[src/rtl/bip_pkg.sv]
// bytecode predecoder package: opcode codes, stop reasons, record type
// and the instruction length lookup
// no dependencies
package bip_pkg;

  localparam logic [7:0] OP_NOP         = 8'h00;
  localparam logic [7:0] OP_MOVE        = 8'h01;
  localparam logic [7:0] OP_RET_NONE    = 8'h0e;
  localparam logic [7:0] OP_RET_VAL     = 8'h0f;
  localparam logic [7:0] OP_RET_PAIR    = 8'h10;
  localparam logic [7:0] OP_RET_REF     = 8'h11;
  localparam logic [7:0] OP_CONST4      = 8'h12;
  localparam logic [7:0] OP_CONST16     = 8'h13;
  localparam logic [7:0] OP_IGET        = 8'h52;
  localparam logic [7:0] OP_IPUT        = 8'h59;
  localparam logic [7:0] OP_INVOKE_VIRT = 8'h6e;
  localparam logic [7:0] OP_CALL_DIRECT = 8'h71;
  localparam logic [7:0] OP_ALU_ADD     = 8'h90;

  localparam int TDATA_BITS = 72;

  typedef enum logic [1:0] {
    STOP_CLEAN   = 2'd0,
    STOP_ODD     = 2'd1,
    STOP_UNKNOWN = 2'd2,
    STOP_TRUNC   = 2'd3
  } stop_t;

  typedef enum logic {
    KIND_INSN    = 1'b0,
    KIND_SUMMARY = 1'b1
  } kind_t;

  typedef struct packed {
    kind_t              kind;
    logic [7:0]         opcode;
    logic [3:0]         reg_high;
    logic [3:0]         reg_low;
    logic signed [16:0] immediate;
    logic [15:0]        bytes_consumed;
    logic [14:0]        instruction_total;
    stop_t              stop_reason;
    logic               last;
  } rec_t;

  // zero marks an opcode outside the supported set
  function automatic logic [2:0] insn_length(input logic [7:0] op);
    logic [2:0] len;
    case (op) inside
      OP_NOP, OP_MOVE, OP_RET_NONE, OP_RET_VAL, OP_RET_PAIR,
      OP_RET_REF, OP_CONST4, OP_ALU_ADD: len = 3'd2;
      OP_CONST16, OP_IGET, OP_IPUT:      len = 3'd4;
      OP_INVOKE_VIRT, OP_CALL_DIRECT:    len = 3'd6;
      default:                           len = 3'd0;
    endcase
    return len;
  endfunction

endpackage

[src/rtl/bip_core.sv]
// bytecode predecoder core: per-byte decode state, counters and record build
// depends on bip_pkg
module bip_core
  import bip_pkg::*;
#(
  parameter int COUNT_BITS = 16
) (
  input  logic       clk,
  input  logic       rst,
  input  logic       accept,
  input  logic [7:0] code_byte,
  input  logic       end_of_code,
  output rec_t       rec_first,
  output rec_t       rec_second,
  output logic [1:0] rec_count
);

  localparam int CW = (COUNT_BITS < 16) ? COUNT_BITS : 16;

  logic [2:0]    pos, pos_next;
  logic [7:0]    held_opcode, held_opcode_next;
  logic [7:0]    held_unit, held_unit_next;
  logic [7:0]    held_imm_low, held_imm_low_next;
  logic [7:0]    held_imm_high, held_imm_high_next;
  logic          stopped, stopped_next;
  stop_t         stop_code, stop_code_next;
  logic [CW-1:0] consumed, consumed_next;
  logic [14:0]   decoded, decoded_next;

  logic [2:0]    len_cur, len_held, pos_inc;
  logic [7:0]    unit_eff, lo_eff, hi_eff;
  logic          complete;
  logic [CW:0]   consumed_sum;
  logic [CW-1:0] consumed_upd;
  logic [14:0]   decoded_upd;
  logic signed [16:0] imm;
  stop_t         reason;
  rec_t          insn_rec, summary_rec;

  assign len_cur  = insn_length(code_byte);
  assign len_held = insn_length(held_opcode);
  assign pos_inc  = pos + 3'd1;

  assign unit_eff = (pos == 3'd1) ? code_byte : held_unit;
  assign lo_eff   = (pos == 3'd2) ? code_byte : held_imm_low;
  assign hi_eff   = (pos == 3'd3) ? code_byte : held_imm_high;

  assign complete = !stopped && (pos != 3'd0) && (pos_inc >= len_held);

  assign consumed_sum = {1'b0, consumed} + {{(CW-2){1'b0}}, len_held};
  assign consumed_upd = consumed_sum[CW] ? {CW{1'b1}} : consumed_sum[CW-1:0];
  assign decoded_upd  = (decoded == 15'h7fff) ? decoded : decoded + 15'd1;

  always_comb begin
    case (held_opcode) inside
      OP_CONST4:                                     imm = {{13{unit_eff[3]}}, unit_eff[3:0]};
      OP_CONST16:                                    imm = {hi_eff[7], hi_eff, lo_eff};
      OP_IGET, OP_IPUT, OP_INVOKE_VIRT, OP_CALL_DIRECT: imm = {1'b0, hi_eff, lo_eff};
      default:                                       imm = 17'sd0;
    endcase
  end

  always_comb begin
    if (stopped) begin
      reason = stop_code;
    end else if (pos == 3'd0) begin
      reason = STOP_ODD;
    end else if (complete) begin
      reason = STOP_CLEAN;
    end else begin
      reason = STOP_TRUNC;
    end
  end

  // next state
  always_comb begin
    pos_next           = pos;
    held_opcode_next   = held_opcode;
    held_unit_next     = held_unit;
    held_imm_low_next  = held_imm_low;
    held_imm_high_next = held_imm_high;
    stopped_next       = stopped;
    stop_code_next     = stop_code;
    consumed_next      = consumed;
    decoded_next       = decoded;
    if (end_of_code) begin
      pos_next           = 3'd0;
      held_opcode_next   = 8'd0;
      held_unit_next     = 8'd0;
      held_imm_low_next  = 8'd0;
      held_imm_high_next = 8'd0;
      stopped_next       = 1'b0;
      stop_code_next     = STOP_CLEAN;
      consumed_next      = '0;
      decoded_next       = 15'd0;
    end else if (!stopped) begin
      if (pos == 3'd0) begin
        if (len_cur == 3'd0) begin
          stopped_next   = 1'b1;
          stop_code_next = STOP_UNKNOWN;
        end else begin
          held_opcode_next = code_byte;
          pos_next         = 3'd1;
        end
      end else begin
        held_unit_next     = unit_eff;
        held_imm_low_next  = lo_eff;
        held_imm_high_next = hi_eff;
        if (complete) begin
          pos_next      = 3'd0;
          consumed_next = consumed_upd;
          decoded_next  = decoded_upd;
        end else begin
          pos_next = pos_inc;
        end
      end
    end
  end

  // record build
  always_comb begin
    insn_rec.kind              = KIND_INSN;
    insn_rec.opcode            = held_opcode;
    insn_rec.reg_high          = unit_eff[7:4];
    insn_rec.reg_low           = unit_eff[3:0];
    insn_rec.immediate         = imm;
    insn_rec.bytes_consumed    = 16'(consumed_upd);
    insn_rec.instruction_total = decoded_upd;
    insn_rec.stop_reason       = STOP_CLEAN;
    insn_rec.last              = !end_of_code;

    summary_rec.kind              = KIND_SUMMARY;
    summary_rec.opcode            = 8'd0;
    summary_rec.reg_high          = 4'd0;
    summary_rec.reg_low           = 4'd0;
    summary_rec.immediate         = 17'sd0;
    summary_rec.bytes_consumed    = complete ? 16'(consumed_upd) : 16'(consumed);
    summary_rec.instruction_total = complete ? decoded_upd : decoded;
    summary_rec.stop_reason       = reason;
    summary_rec.last              = 1'b1;
  end

  assign rec_first  = complete ? insn_rec : summary_rec;
  assign rec_second = summary_rec;
  assign rec_count  = {1'b0, complete} + {1'b0, end_of_code};

  always_ff @(posedge clk) begin
    if (rst) begin
      pos       <= 3'd0;
      stopped   <= 1'b0;
      stop_code <= STOP_CLEAN;
      consumed  <= '0;
      decoded   <= 15'd0;
      held_opcode   <= 8'd0;
      held_unit     <= 8'd0;
      held_imm_low  <= 8'd0;
      held_imm_high <= 8'd0;
    end else if (accept) begin
      pos       <= pos_next;
      stopped   <= stopped_next;
      stop_code <= stop_code_next;
      consumed  <= consumed_next;
      decoded   <= decoded_next;
      held_opcode   <= held_opcode_next;
      held_unit     <= held_unit_next;
      held_imm_low  <= held_imm_low_next;
      held_imm_high <= held_imm_high_next;
    end
  end

endmodule

[src/rtl/bytecode_instruction_predecoder.sv]
// Bytecode instruction predecoder, top level: byte stream in, decoded
// instruction and summary words out. Depends on bip_pkg and bip_core.
// One byte is taken per cycle unless the result buffer holds the input.
// Each byte gives zero, one or two words in the cycle after it is taken;
// words wait in a two-entry result buffer, so a byte that gives one word
// never stalls the input while the sink keeps up. A final byte that also
// completes an instruction gives two words and holds the input while the
// buffer drains. No clearing pass after reset.
module bytecode_instruction_predecoder
  import bip_pkg::*;
#(
  parameter int COUNT_BITS = 16
) (
  input  logic                  clk,
  input  logic                  rst,
  input  logic                  s_axis_tvalid,
  output logic                  s_axis_tready,
  input  logic [7:0]            s_axis_tdata,  // code_byte
  input  logic                  s_axis_tlast,  // end_of_code
  output logic                  m_axis_tvalid,
  input  logic                  m_axis_tready,
  // opcode, reg_high, reg_low, immediate, bytes_consumed, instruction_total,
  // stop_reason, zero fill
  output logic [TDATA_BITS-1:0] m_axis_tdata,
  output logic                  m_axis_tuser,  // record_kind
  output logic                  m_axis_tlast   // last_of_run
);

  rec_t       rec_first, rec_second;
  logic [1:0] rec_count;
  rec_t       q0, q1;
  logic [1:0] cnt;
  logic       accept, pop;

  assign s_axis_tready = (cnt == 2'd0) || ((cnt == 2'd1) && m_axis_tready);
  assign accept        = s_axis_tvalid && s_axis_tready;
  assign pop           = (cnt != 2'd0) && m_axis_tready;

  bip_core #(
    .COUNT_BITS (COUNT_BITS)
  ) u_core (
    .clk         (clk),
    .rst         (rst),
    .accept      (accept),
    .code_byte   (s_axis_tdata),
    .end_of_code (s_axis_tlast),
    .rec_first   (rec_first),
    .rec_second  (rec_second),
    .rec_count   (rec_count)
  );

  always_ff @(posedge clk) begin
    if (rst) begin
      cnt <= 2'd0;
    end else if (accept) begin
      cnt <= rec_count;
    end else if (pop) begin
      cnt <= cnt - 2'd1;
    end
  end

  always_ff @(posedge clk) begin
    if (accept) begin
      q0 <= rec_first;
      q1 <= rec_second;
    end else if (pop) begin
      q0 <= q1;
    end
  end

  assign m_axis_tvalid = (cnt != 2'd0);
  assign m_axis_tuser  = q0.kind;
  assign m_axis_tlast  = q0.last;
  assign m_axis_tdata  = {6'd0, q0.stop_reason, q0.instruction_total, q0.bytes_consumed,
                          q0.immediate, q0.reg_low, q0.reg_high, q0.opcode};

  a_full_blocks_input: assert property (@(posedge clk) disable iff (rst)
    (cnt == 2'd2) |-> !s_axis_tready)
    else $error("input taken with full result buffer");

  a_summary_is_last: assert property (@(posedge clk) disable iff (rst)
    (m_axis_tvalid && m_axis_tuser) |-> m_axis_tlast)
    else $error("summary word without last flag");

  a_final_byte_gives_word: assert property (@(posedge clk) disable iff (rst)
    (s_axis_tvalid && s_axis_tready && s_axis_tlast) |=> m_axis_tvalid)
    else $error("final byte gave no word");

  a_insn_reason_zero: assert property (@(posedge clk) disable iff (rst)
    (m_axis_tvalid && !m_axis_tuser) |-> (m_axis_tdata[65:64] == 2'd0))
    else $error("instruction word with stop reason");

endmodule
[config.mk]
export PLATFORM = sky130hd
export DESIGN_NAME = bytecode_instruction_predecoder
export DESIGN_NICKNAME = d
export VERILOG_FILES = /design/src/rtl/bip_pkg.sv /design/src/rtl/bip_core.sv /design/src/rtl/bytecode_instruction_predecoder.sv
export SDC_FILE = /design/constraint.sdc
export NUM_CORES = 1
export LEC_CHECK = 0
export ABC_AREA = 1
export CORE_UTILIZATION = 60
export CTS_CLUSTER_SIZE = 24
export DETAILED_ROUTE_END_ITERATION = 6
export DONT_BUFFER_PORTS = 1
export PLACE_DENSITY_LB_ADDON = 0.05
export SYNTH_ARGS = -nofsm -noshare
export SYNTH_HDL_FRONTEND = slang
export SYNTH_SLANG_ARGS = --single-unit
[constraint.sdc]
create_clock -name clk -period 8.12 [get_ports clk]
set_input_delay 0.406 -clock clk [delete_from_list [all_inputs] [get_ports clk]]
set_output_delay 0.406 -clock clk [all_outputs]
set_load 0.02 [all_outputs]
---- Yosys cells after proc, flatten, opt, wreduce, memory -nomap -nowiden ----
Cells that the tools add are included.
word-level totals
  register bits after elaboration ......... 172
  input bits .............................. 13
  output and inout port bits .............. 76
cells by class
  $add $sub $neg .......................... 5
  $lt $le $gt $ge ......................... 1
  equality and inequality tests ........... 33
  multiplexer cells ....................... 56
  reductions and logical operators ........ 29
operators by type and width
  kind                     number
  $mux W68                 3
  $mux W8                  16
  $mux W16                 6
  $mux W15                 5
  $eq A8 B5 Y1 const B     8
  $eq A8 B7 Y1 const B     8
  $mux W17                 2
  $mux W3                  11
  $eq A8 B4 Y1 const B     4
  $mux W2                  9
  $add A16 B3 Y17          1
  $eq A8 B1 Y1 const B     2
  $eq A8 B8 Y1 const B     2
  $logic_not A8 Y1         2
  $reduce_or A8 Y1         2
  $add A15 B1 Y15 const B  1
  $eq A15 B15 Y1 const B   1
  $reduce_and A4 Y1        2
  $reduce_bool A2 Y1       4
  $eq A3 B2 Y1 const B     2
  $logic_not A3 Y1         2
  $ne A2 B2 Y1 const B     3
  $reduce_and A3 Y1        2
  $reduce_or A3 Y1         2
  15 further kinds         24

---- Longest topological paths before layout ----
Gate-level depths: netlist of run 1.
  word-level depth ........................ 12
  mapped depth ............................ 19
  depth with buffers taken out ............ 19

---- Hierarchy ----
A second synthesis of run 1 with hierarchy kept.
unflattened totals
  cell total of the unflattened synthesis .. 1217
  area, all modules ....................... 10435.0 um2
by module, submodules not included
  module                           times used  cells each  area each (um2)  seq. area each (um2)
  bip_core                         1           828         5282.6           1361.3
  bytecode_instruction_predecoder  1           389         5152.4           4124.0

---- Worst setup path after synthesis of run 1 ----
OpenSTA, ideal clock, no wires.
  path kind ............................... reg2reg
  start ................................... reg cnt[0]
  end ..................................... reg q1[10] (netlist bit) (enable)
  library setup time ...................... 0.410 ns
  arrival ................................. 2.611 ns
  required time ........................... 7.710 ns
  slack ................................... 5.099 ns
  stages on the path, launching flop included .. 10
  buffers on the path ..................... 3
  period minus slack after synthesis ...... 3.021 ns
  cell sequence ........................... dfxtp_1 inv_1 ha_1 inv_1 nand2_1 nand2_1 buf_2 inv_1 clkbuf_1 clkbuf_1
on the way
  cells in the longest elaborated chain, start to end .. 4
ends and longest elaborated chain
  item                     RTL line                               text
  start, declared          bytecode_instruction_predecoder.sv:32  logic [1:0] cnt;
  start signal, assigned   bytecode_instruction_predecoder.sv:56  cnt <= rec_count;
  start signal, assigned   bytecode_instruction_predecoder.sv:58  cnt <= cnt - 2'd1;
  $eq A2 B1 Y1             bytecode_instruction_predecoder.sv:35  assign s_axis_tready = (cnt == 2'd0) || ((cnt == 2'd1) && m_axis_tready);
  $logic_and A1 B1 Y1      bytecode_instruction_predecoder.sv:35
  $logic_or A1 B1 Y1 (*)   bytecode_instruction_predecoder.sv:35
  named net s_axis_tready  bytecode_instruction_predecoder.sv:17  output logic s_axis_tready,
  $logic_and A1 B1 Y1 (*)  bytecode_instruction_predecoder.sv:36  assign accept = s_axis_tvalid && s_axis_tready;
  named net accept         bytecode_instruction_predecoder.sv:33  logic accept, pop;
  end signal, assigned     bytecode_instruction_predecoder.sv:65  q1 <= rec_second;
  end, declared            bytecode_instruction_predecoder.sv:31  rec_t q0, q1;
The timed path passes the listed nets; every way through them passes the cells marked *.
A chain may end at the register's enable or synchronous reset.

==> metrics.md, run 1 <==
| Metric | Value |
|---|---|
| Root Buffer | clkbuf_16 |
| Critical path origin | u_core.held_opcode[5]$_SDFFE_PP0P_ |
| Fin Hold WS | ~47 ps |
| Leakage | 0.00330 uW |
| First-pass GRT wire length | roughly 29 mm |
| Synth cell types | 40 |
| Max_cap viols | 0 |
| Comb pwr share | 0.196 |
| Int Power | between 1500 and 2000 uW |
| Worst EP required | 8300 ps |
| Gr usage total | 0.260 |
| Arr. time, crit path | ~3700 ps |
| Worst-Margin Slew | between 900 and 1000 ps |
| Outcome | finished, final reports clean |
| Setup TNS | 0 ps |
| Setup violators final | 0 |
| Num CTS Buffers | 17 |
| Die Span Y | 118 um |
| Buf/Inv on CP | 6 |
| Crit-path max cell delay | 340 ps |
| Sw Share | 0.360 |
| Final Wtd Congestion | about 0.9 |
| Initial antenna violation count | 0 |
| DRT iter0 DRCs | around 640 |
| Fin nets | between 900 and 1,000 |
| CTS tree | done |
| Layout cell share with drive strength beyond 1 | 0.0669 |
| Die X | around 120 um |
| H-tree levels | 4 |
| Vias in the first global route | between 5,000 and 6,000 |
| Post-synth top cells | nand2_1 (263), edfxtp_1 (101), inv_1 (101) |
| FFs w/ async S/R, synth | 0 |
| Tmin final | 3470 ps |
| Final WS setup | around 4600 ps |
| FP Rows | 42 |
| CP most frequent cell | nand2_1 |
| Residual DRC count | 0 |
| Clk slew on worst S/H paths | 60 ps |
| DR WL/cell | between 15 and 20 um |
| # Post-CTS Setup Buffers | 0 |
| Fillers | roughly 1,100 |
| Routed vias | 6,390 |
| CP startpoint kind | flop |
| Final Hold Fails | 0 |
| RSZ-0062 raised after global routing | false |
| DP Wirelength | between 10 and 15 mm |
| Die ar. | ~14,000 sq um |
| Fmax achieved | approximately 0.29 GHz |
| Mapped cell area | 8140 sq um |
| Syn Inst Count | between 900 and 1,000 |
| Ys Warns | 0 |
| Kind of critical path | flop to flop |
| Initial core utilization | 0.615 |
| Top-count cell post-synth | nand2_1 |
| # diodes | 0 |
| Post-synthesis cell type with the largest combined area | edfxtp_1 |
| Grt ovf | 0 |
| Synth area leaders | edfxtp_1 (37%), dfxtp_1 (17%), nand2_1 (12%) |
| Peak fanout along the critical path | 12 |
| R2r startpoint | u_core.held_opcode[5]$_SDFFE_PP0P_ |
| Critical path's slowest cell | nor4_1 |
| Clock group share of total power | 0.281 |
| Clock Skew | 5.62 ps |
| Final Cycle Share | 0.428 |
| Drt total wl | around 17 mm |
| Net switching power figure | between 1000 and 1500 uW |
| Resize count post-CTS | 0 |
| Crit. End Element | flop |
| Clk sinks | approximately 170 |
| Syn avg cell area | about 8.5 sq um |
| Largest net degree at the start of global routing | 73 |
| Register area share after synthesis | 0.545 |
| Area grow syn2layout | 8.16% |
| I/O pin count | 89 |
| Clk buf depth | 2 |
| EDFF count, synth | roughly 100 |
| Min-delay worst type | input port to flop |
| HP Start | rst |
| # port buffers | 0 |
| Max Slew Vio Count | 0 |
| Clock Latency Late Sink | between 400 and 500 ps |
| Share of the synthesized area in the top cell type | 0.372 |
| Number of hold buffers added after CTS | 0 |
| ANT nets after route | 0 |
| Sequence of cells on the critical path | inv_1, nand2_1, nor2_1, inv_1, nor4_1, nor3_1, buf_4, inv_1, fa_1, nand2_1, nor3_1, inv_1, nor2_1, xor2_1, inv_1, nand2_1, nand2_1, o21ai_0, nand2_1, nand2_1 |
| Vias/cell | 5.64 |
| Core ar. | around 13,000 sq um |
| Sequential Power Share | 0.523 |
| Main flop type after synthesis | edfxtp_1 |
| Relative slew slack | 0.367 |
| Cell family with most CP delay | simple AND/OR/NAND/NOR gates |
| Post-placement setup slack | 4710 ps |
| Synthesis-stage register bit count | 171 |
| Worst VDD drop | roughly 460 uV |
| PwrDens | approximately 330 nW/um^2 |
| Router iterations before antenna repair | 5 |
## worst paths after layout
| check | to | cells after the start | slack [ps] |
|---|---|---|---|
| setup / recovery | m_axis_tdata[42]$_DFFE_PP_ | 20 | 4650 |
| hold / removal | u_core.consumed[6]$_SDFFE_PP0P_ | 1 | 50 |
| hold reg to reg | u_core.held_imm_high[7]$_SDFFE_PP0P_ | 2 | 450 |
| setup reg to reg | m_axis_tdata[42]$_DFFE_PP_ | 20 | 4650 |
## placed cells by master, fill, tap and decap left out, drive strengths merged
cell	Yosys	routed
nand2	265	265
inv	106	106
edfxtp	101	101
nor2	79	79
a21oi	73	73
dfxtp	70	70
o21ai	69	69
nand3	48	48
clkbuf	29	24
nor3	14	14
xor2	13	13
a211oi	11	11
ha	11	11
o22ai	9	9
and2	8	8
or2	8	8
nand4	6	6
conb	1	6
buf	17	6
o211ai	6	6
nor4	5	5
a31oi	4	4
clkinv	0	4
o32ai	3	3
bufinv	0	3
a21boi	2	2
nor4b	1	1
fa	1	1
clkinvlp	0	1
## state kept, by name, indices dropped and copies added, names as in the netlist
name	flops
q1	33
u_core.held_imm_high	8
u_core.stopped	1
m_axis_tlast	1
u_core.held_unit	8
cnt	2
m_axis_tuser	1
u_core.pos	3
u_core.decoded	15
u_core.stop_code	1
u_core.held_imm_low	8
m_axis_tdata	66
u_core.held_opcode	8
u_core.consumed	16
## final cells by class
cell class | instances | area (sq um) | area share
clock buffer | 24 | 462 | 0.0524
inverter | 106 | 398 | 0.0452
timing repair buffer | 6 | 45.0 | 0.00511
tap | 176 | 220 | 0.0250
clock inverter | 8 | 121 | 0.0138
multi-input combinational | 642 | 3130 | 0.355
sequential | 171 | 4430 | 0.503
## power by group through the flow
stage,registers (uW),clock network (uW),logic [uW]
2_1_floorplan,1510,0,437
3_3_place_gp,1520,0,548
3_5_place_dp,1520,0,564
4_1_cts,1510,821,568
5_1_grt,1530,852,634
6_report,1500,810,565
## logic make-up (layout without fill, tap and decap cells)
group           Yosys count  count (layout)  synth area share
xor+xnor                 13              13            0.0140
flops                   171             171             0.545
simple gates            434             434             0.226
fa+ha+maj                12              12            0.0194
buf+inv                 152             144            0.0753
other cells               1               6          0.000461
compound gates          177             177             0.120
## per-stage QoR
stage / util / total power [uW] / instance area [sq um] / instances
after floorplan: - / 1940 / 8160 / 965
after global placement: 0.621 / 2070 / 8220 / 1101
after detailed placement: 0.621 / 2090 / 8220 / 1101
after CTS: 0.665 / 2900 / 8810 / 1133
after global routing: 0.665 / 3010 / 8810 / 1133
final: 0.665 / 2880 / 8810 / 1133
## layer usage
metal	share of wire	GRT usage	vias up
met1	0.46	0.356	3001
met4	0.020	0.100	0
met2	0.45	0.402	226
li1	-	-	3133
met5	0	0	-
met3	0.062	0.0608	30
Power figures use the tool's default switching activity.
==> run 2, diff against run 1 <==
==> constraint.sdc (replaced) <==
create_clock -name clk -period 3.5 [get_ports clk]
set_input_delay 0.175 -clock clk [delete_from_list [all_inputs] [get_ports clk]]
set_output_delay 0.175 -clock clk [all_outputs]
set_load 0.02 [all_outputs]
==> run 2 against run 1 <==
Clock-buffer cell count fell by 3. Cell area is 1.8% higher. Non-clock buffer count is 11 higher. Via count increased by 2.1%. Register-to-register slack worse by 4400 ps. Worst setup slack got worse by 4400 ps. Critical path type unchanged. Critical endpoint is now m_axis_tdata[62]$_DFFE_PP_.
==> metrics.md, run 2 (synthesis gave the netlist of run 1 again) <==
| Metric | Value |
|---|---|
| Outcome | finished, final reports clean |
| H-tree levels | 4 (unchanged) |
| Die Span Y | 118 um (unchanged) |
| DRT iter0 DRCs | 736 (+15%) |
| Residual DRC count | 0 (unchanged) |
| Clock Skew | 5.92 ps (+0.295 ps) |
| Leakage | 0.00337 uW (+2.3%) |
| # Post-CTS Setup Buffers | 0 (unchanged) |
| Sequential Power Share | 0.511 (-0.012) |
| Clk sinks | 171 (unchanged) |
| FP Rows | 42 (unchanged) |
| Root Buffer | clkbuf_16 |
| DR WL/cell | 16.2 um (+5.4%) |
| Final Cycle Share | 0.923 (+0.495) |
| ANT nets after route | 0 (unchanged) |
| Fillers | 1,071 (-5.6%) |
| Final Wtd Congestion | 0.979 (+7.4%) |
| Die X | 118 um (unchanged) |
| Gr usage total | 0.276 (+0.0165) |
| Core ar. | 13,200 sq um (unchanged) |
| First-pass GRT wire length | 30.5 mm (+6.3%) |
| Vias in the first global route | 6,214 (+3.9%) |
| RSZ-0062 raised after global routing | false |
| CTS tree | done |
| Drt total wl | 18.5 mm (+6.5%) |
| Tmin final | 3230 ps (-242 ps) |
| Routed vias | 6,524 (+2.1%) |
| Max_cap viols | 0 (unchanged) |
| Initial antenna violation count | 0 (unchanged) |
| Setup TNS | 0 ps (unchanged) |
| Peak fanout along the critical path | 23 (+11) |
| Grt ovf | 0 (unchanged) |
| Tot Pwr | 6850 uW (+140%) |
| Clock Latency Late Sink | 430 ps (about the same) |
| Final WS setup | 270 ps (-4380 ps) |
| Setup violators final | 0 (unchanged) |
| Area grow syn2layout | 10.1% |
| Post-placement setup slack | 384 ps (-4320 ps) |
| Largest net degree at the start of global routing | 73 (unchanged) |
| Clock group share of total power | 0.289 (+0.008) |
| Initial core utilization | 0.615 (unchanged) |
| Final Hold Fails | 0 (unchanged) |
| # port buffers | 0 (unchanged) |
| Vias/cell | 5.70 (+1.1%) |
| Most frequent cells in the layout | nand2_1 (262), edfxtp_1 (101), inv_1 (100) |
| Int Power | 4370 uW (+140%) |
| DP Wirelength | 11.8 mm (+7.0%) |
| Clk slew on worst S/H paths | 60 ps (about the same) |
| Worst VDD drop | 871 uV (+90%) |
| Comb pwr share | 0.200 (+0.004) |
| Fmax achieved | 0.310 GHz (+7.5%) |
| Net switching power figure | 2470 uW (+140%) |
| Fin nets | 980 (+1.1%) |
| Die ar. | 14,000 sq um (unchanged) |
| Max reg flops | 66 (unchanged) |
| # diodes | 0 (unchanged) |
| Sw Share | 0.362 (+0.00135) |
| Fin Hold WS | 29.8 ps (-17.5 ps) |
| CP startpoint kind | flop |
| Worst EP required | 3800 ps (-4500 ps) |
| Worst-Margin Slew | 940 ps (-9.72 ps) |
| Num CTS Buffers | 17 (unchanged) |
| Layout cell share with drive strength beyond 1 | 0.0754 (+0.00854) |
| I/O pin count | 89 (unchanged) |
| Kind of critical path | flop to flop |
| Most common cell after layout, fill and taps aside | nand2_1 |
| Relative slew slack | 0.373 (+0.00648) |
| Clk buf depth | 2 (unchanged) |
| PwrDens | 764 nW/um^2 (+130%) |
| Router iterations before antenna repair | 5 (unchanged) |
| Crit. End Element | flop |
| Arr. time, crit path | 3530 ps (-130 ps) |
| Min-delay worst type | input port to flop |
| Max Slew Vio Count | 0 (unchanged) |
run 2: path summary, 6_finish.rpt:
path | start | end | slack (ps) | cells after the start
min | s_axis_tdata[3] | u_core.held_opcode[3]$_SDFFE_PP0P_ | 30 | 2
min reg2reg | u_core.held_imm_high[7]$_SDFFE_PP0P_ | u_core.held_imm_high[7]$_SDFFE_PP0P_ | 460 | 2
max | u_core.held_opcode[5]$_SDFFE_PP0P_ | m_axis_tdata[62]$_DFFE_PP_ | 270 | 16
max reg2reg | u_core.held_opcode[5]$_SDFFE_PP0P_ | m_axis_tdata[62]$_DFFE_PP_ | 270 | 16
run 2: what timing repair did:
item / in CTS / in global routing
endpoints found under the hold margin: 58 / 0
hold buffers: 6 / 0
setup endpoints to repair: 0 / 3
resized for setup: 0 / 1
run 2: power by group through the flow:
stage                     registers [uW]  clock network (uW)  logic, uW
after global routing                3550                2070       1530
after global placement              3530                   0       1290
final                               3500                1980       1370
after CTS                           3510                2000       1370
after detailed placement            3540                   0       1340
after floorplan                     3500                   0       1010
run 2: worst max-delay path, stage by stage, from the launching register on:
cell and delay, ps:
dfxtp_1 310, inv_1 130, nand2_1 100, nor2_1 180, inv_1 80, nor4_1 330, nor3_1 150, buf_4 210
ha_1 310, nand2_2 80, a21oi_4 130, buf_4 290, buf_4 280, nor2_1 60, a21oi_1 290, nand2_1 90
nand2_1 70
run 2: final cells by class:
| cell class | instances | area, sq um | area share |
|---|---|---|---|
| Sequential cell | 171 | 4430 | 0.495 |
| Clock inverter | 11 | 169 | 0.0188 |
| Clock buffer | 21 | 450 | 0.0502 |
| Multi-Input combinational cell | 642 | 3130 | 0.350 |
| Inverter | 106 | 398 | 0.0444 |
| Timing Repair Buffer | 17 | 160 | 0.0179 |
| Tap cell | 176 | 220 | 0.0246 |
run 2: layer usage:
layer,global-route usage,share of wire
met5,0,0
met1,0.376,0.44
met2,0.430,0.48
met3,0.0642,0.063
met4,0.109,0.017
run 2: per-stage QoR:
stage | cell area [sq um] | cells | utilization
after floorplan | 8160 | 965 | -
after global placement | 8260 | 1106 | 0.624
after detailed placement | 8260 | 1106 | 0.624
after CTS | 8960 | 1144 | 0.676
after global routing | 8970 | 1144 | 0.677
final | 8970 | 1144 | 0.677
==> run 3, diff against run 2 <==
--- a/config.mk
+++ b/config.mk
@@ -6,6 +6,7 @@
 export NUM_CORES = 1
 export LEC_CHECK = 0
 export ABC_AREA = 1
+export CORE_MARGIN = 10
 export CORE_UTILIZATION = 60
 export CTS_CLUSTER_SIZE = 24
 export DETAILED_ROUTE_END_ITERATION = 6
==> run 3 against run 2 <==
Critical path depth decreased by 2. Utilization decreased by 0.057 points. Clock-buffer cell count unchanged. Critical path type unchanged. Critical endpoint is now u_core.consumed[8]$_SDFFE_PP0P_. Highest routed layer unchanged.
==> metrics.md, run 3 (synthesis gave the netlist of run 1 again) <==
| Metric | Value |
|---|---|
| Int Power | 4320 uW (-1.1%) |
| Worst VDD drop | 1000 uV (+15%) |
| Routed vias | 6,372 (-2.3%) |
| Most common cell after layout, fill and taps aside | nand2_1 |
| DR WL/cell | 16.7 um (+3.2%) |
| Max_cap viols | 0 (unchanged) |
| Min-delay worst type | input port to flop |
| Tmin final | 3290 ps (+56.1 ps) |
| Footprint of the multi-input gates | 3130 sq um (-0.24%) |
| Vias/cell | 5.56 (-2.5%) |
| DRT iter0 DRCs | 527 (-28%) |
| Crit. End Element | flop |
| Setup TNS | 0 ps (unchanged) |
| First-pass GRT wire length | 31.3 mm (+2.5%) |
| Final design utilization | 0.676 (about the same) |
| Outcome | finished, final reports clean |
| R2r startpoint | u_core.held_opcode[5]$_SDFFE_PP0P_ |
| Root Buffer | clkbuf_16 |
| Comb pwr share | 0.206 (+0.006) |
| Buf/Inv on CP | 3 (-2) |
| Worst Hold End | u_core.held_opcode[6]$_SDFFE_PP0P_ |
| Initial antenna violation count | 0 (unchanged) |
| # Post-CTS Setup Buffers | 0 (unchanged) |
| Die Span Y | 136 um (+15%) |
| Number of hold buffers added after CTS | 6 (unchanged) |
| HP Start | s_axis_tdata[6] |
| Clk buf depth | 2 (unchanged) |
| FP Rows | 42 (unchanged) |
| Final Cycle Share | 0.939 (+0.0160) |
| H-tree levels | 4 (unchanged) |
| Fin nets | 982 (+0.20%) |
| DP Wirelength | 12.6 mm (+7.5%) |
| Grt ovf | 0 (unchanged) |
| Max Slew Vio Count | 0 (unchanged) |
| Reg2reg setup slack | 210 ps (-60 ps) |
| Worst EP required | 3850 ps (+50 ps) |
| Sequential Power Share | 0.517 (+0.006) |
| Die X | 136 um (+15%) |
| Kind of critical path | flop to flop |
| Leakage | 0.00337 uW (about the same) |
| Storage cell area | 4430 sq um (unchanged) |
| RSZ-0062 raised after global routing | false |
| Fmax achieved | 0.304 GHz (-1.7%) |
| Max reg flops | 66 (unchanged) |
| Router iterations before antenna repair | 5 (unchanged) |
| Fillers | 1,118 (+4.4%) |
| CP startpoint kind | flop |
| Clock Skew | 7.91 ps (+1.99 ps) |
| Residual DRC count | 0 (unchanged) |
| Vias in the first global route | 6,170 (-0.71%) |
| R2r endpoint | u_core.consumed[8]$_SDFFE_PP0P_ |
| Worst-Margin Slew | 976 ps (+35.3 ps) |
| Clock group share of total power | 0.278 (-0.011) |
| Layout cell share with drive strength beyond 1 | 0.0763 (+0.000875) |
| Setup violators final | 0 (unchanged) |
| CTS tree | done |
| Sw Share | 0.367 (+0.00573) |
| Drt total wl | 19.1 mm (+3.4%) |
| Die ar. | 18,600 sq um (+33%) |
| Core ar. | 13,200 sq um (unchanged) |
| Most frequent cells in the layout | nand2_1 (262), edfxtp_1 (101), inv_1 (100) |
| Final Hold Fails | 0 (unchanged) |
| Peak fanout along the critical path | 14 (-39%) |
| Cell family with most CP delay | simple AND/OR/NAND/NOR gates |
| Critical path's slowest cell | nand3_2 |
| Worst Reg-to-Reg Cells | 14 (-2) |
| Crit-path max cell delay | 430 ps (+100 ps) |
| Initial core utilization | 0.615 (unchanged) |
| Net switching power figure | 2510 uW (+1.4%) |
| Arr. time, crit path | 3640 ps (+110 ps) |
| Relative slew slack | 0.350 (-0.0235) |
| I/O pin count | 89 (unchanged) |
| Resize count post-CTS | 0 (unchanged) |
| Sequence of cells on the critical path | inv_1, nand2_1, nor2_1, inv_1, nor4_1, nor3_1, buf_4, ha_1, nand2_2, a21oi_4, nand3_2, nand3_1, nand2_1, a21oi_1 |
| Num CTS Buffers | 17 (unchanged) |
| Clk slew on worst S/H paths | 60 ps (about the same) |
| PwrDens | 763 nW/um^2 (-0.11%) |
| # port buffers | 0 (unchanged) |
| Area grow syn2layout | 10.0% (about the same) |
| Gr usage total | 0.210 (-0.0665) |
| Clk sinks | 171 (unchanged) |
| Hold Crit Depth | 2 (unchanged) |
| Clock Latency Late Sink | 420 ps (about the same) |
| Final Wtd Congestion | 0.907 (-7.3%) |
| Largest net degree at the start of global routing | 73 (unchanged) |
| # diodes | 0 (unchanged) |
| ANT nets after route | 0 (unchanged) |
## run 3: changes by cell type in the layout (fill, tap and decap cells not counted)
| cell | before | now |
|---|---|---|
| clkinvlp_4 | 1 | 2 |
| nand3_2 | 8 | 9 |
| clkinv_1 | 0 | 1 |
| clkinv_4 | 3 | 0 |
| buf_4 | 11 | 12 |
| nand3_4 | 1 | 0 |
| buf_12 | 0 | 1 |
| inv_6 | 0 | 2 |
| bufinv_16 | 4 | 3 |
## run 3: power by group through the flow
stage / clock network [uW] / registers [uW] / logic, uW
global placement: 0 / 3580 / 1340
global route: 2000 / 3600 / 1590
finish: 1900 / 3530 / 1400
detailed placement: 0 / 3590 / 1390
floorplan: 0 / 3500 / 1010
CTS: 1920 / 3560 / 1410
## run 3: worst register-to-register path, stage by stage (launching register included)
cell and delay (ps):
dfxtp_1 320, inv_1 130, nand2_1 90, nor2_1 180, inv_1 80, nor4_1 360
nor3_1 140, buf_4 210, ha_1 300, nand2_2 80, a21oi_4 390, nand3_2 430
nand3_1 290, nand2_1 70, a21oi_1 140
## run 3: layer usage
metal	GRT usage	share of wire	vias to the layer above	routed length, um
li1	-	-	3163	-
met1	0.277	0.46	2963	8760
met2	0.329	0.46	222	8860
met5	0	0	-	0
met4	0.0740	0.015	0	284
met3	0.0532	0.065	24	1250
## run 3: final cells by class
type                    count  share of cell area
clock buffers              21              0.0503
inverters                 106              0.0444
flip-flops and latches    171               0.495
well taps                 176              0.0246
clock inverters            11              0.0158
multi-input cells         642               0.349
repair buffers             19              0.0209
## run 3: worst max-delay path by stage
stage                                                   from                         endpoint  slack [ps]  cells after the start
after CTS                 u_core.held_opcode[5]$_SDFFE_PP0P_  u_core.consumed[8]$_SDFFE_PP0P_         290                     14
after floorplan                          cnt[0]$_SDFFE_PP0P_                 q1[10]$_DFFE_PP_         480                      9
after global placement    u_core.held_opcode[5]$_SDFFE_PP0P_       m_axis_tdata[44]$_DFFE_PP_         500                     14
after detailed placement  u_core.held_opcode[5]$_SDFFE_PP0P_  u_core.consumed[8]$_SDFFE_PP0P_         360                     14
after global routing      u_core.held_opcode[5]$_SDFFE_PP0P_  u_core.consumed[7]$_SDFFE_PP0P_          20                     14
final                     u_core.held_opcode[5]$_SDFFE_PP0P_  u_core.consumed[8]$_SDFFE_PP0P_         210                     14
## run 3: stage by stage
step | hold slack (ps) | instances | setup WS [ps] | total power, uW | instance area [sq um]
5_1_grt | 24.6 | 1146 | 18.5 | 7180 | 8960
2_1_floorplan | 361 | 965 | 479 | 4510 | 8160
6_report | 6.74 | 1146 | 214 | 6830 | 8960
3_3_place_gp | 260 | 1108 | 499 | 4930 | 8290
4_1_cts | 0.786 | 1146 | 295 | 6890 | 8960
3_5_place_dp | 258 | 1108 | 363 | 4980 | 8290
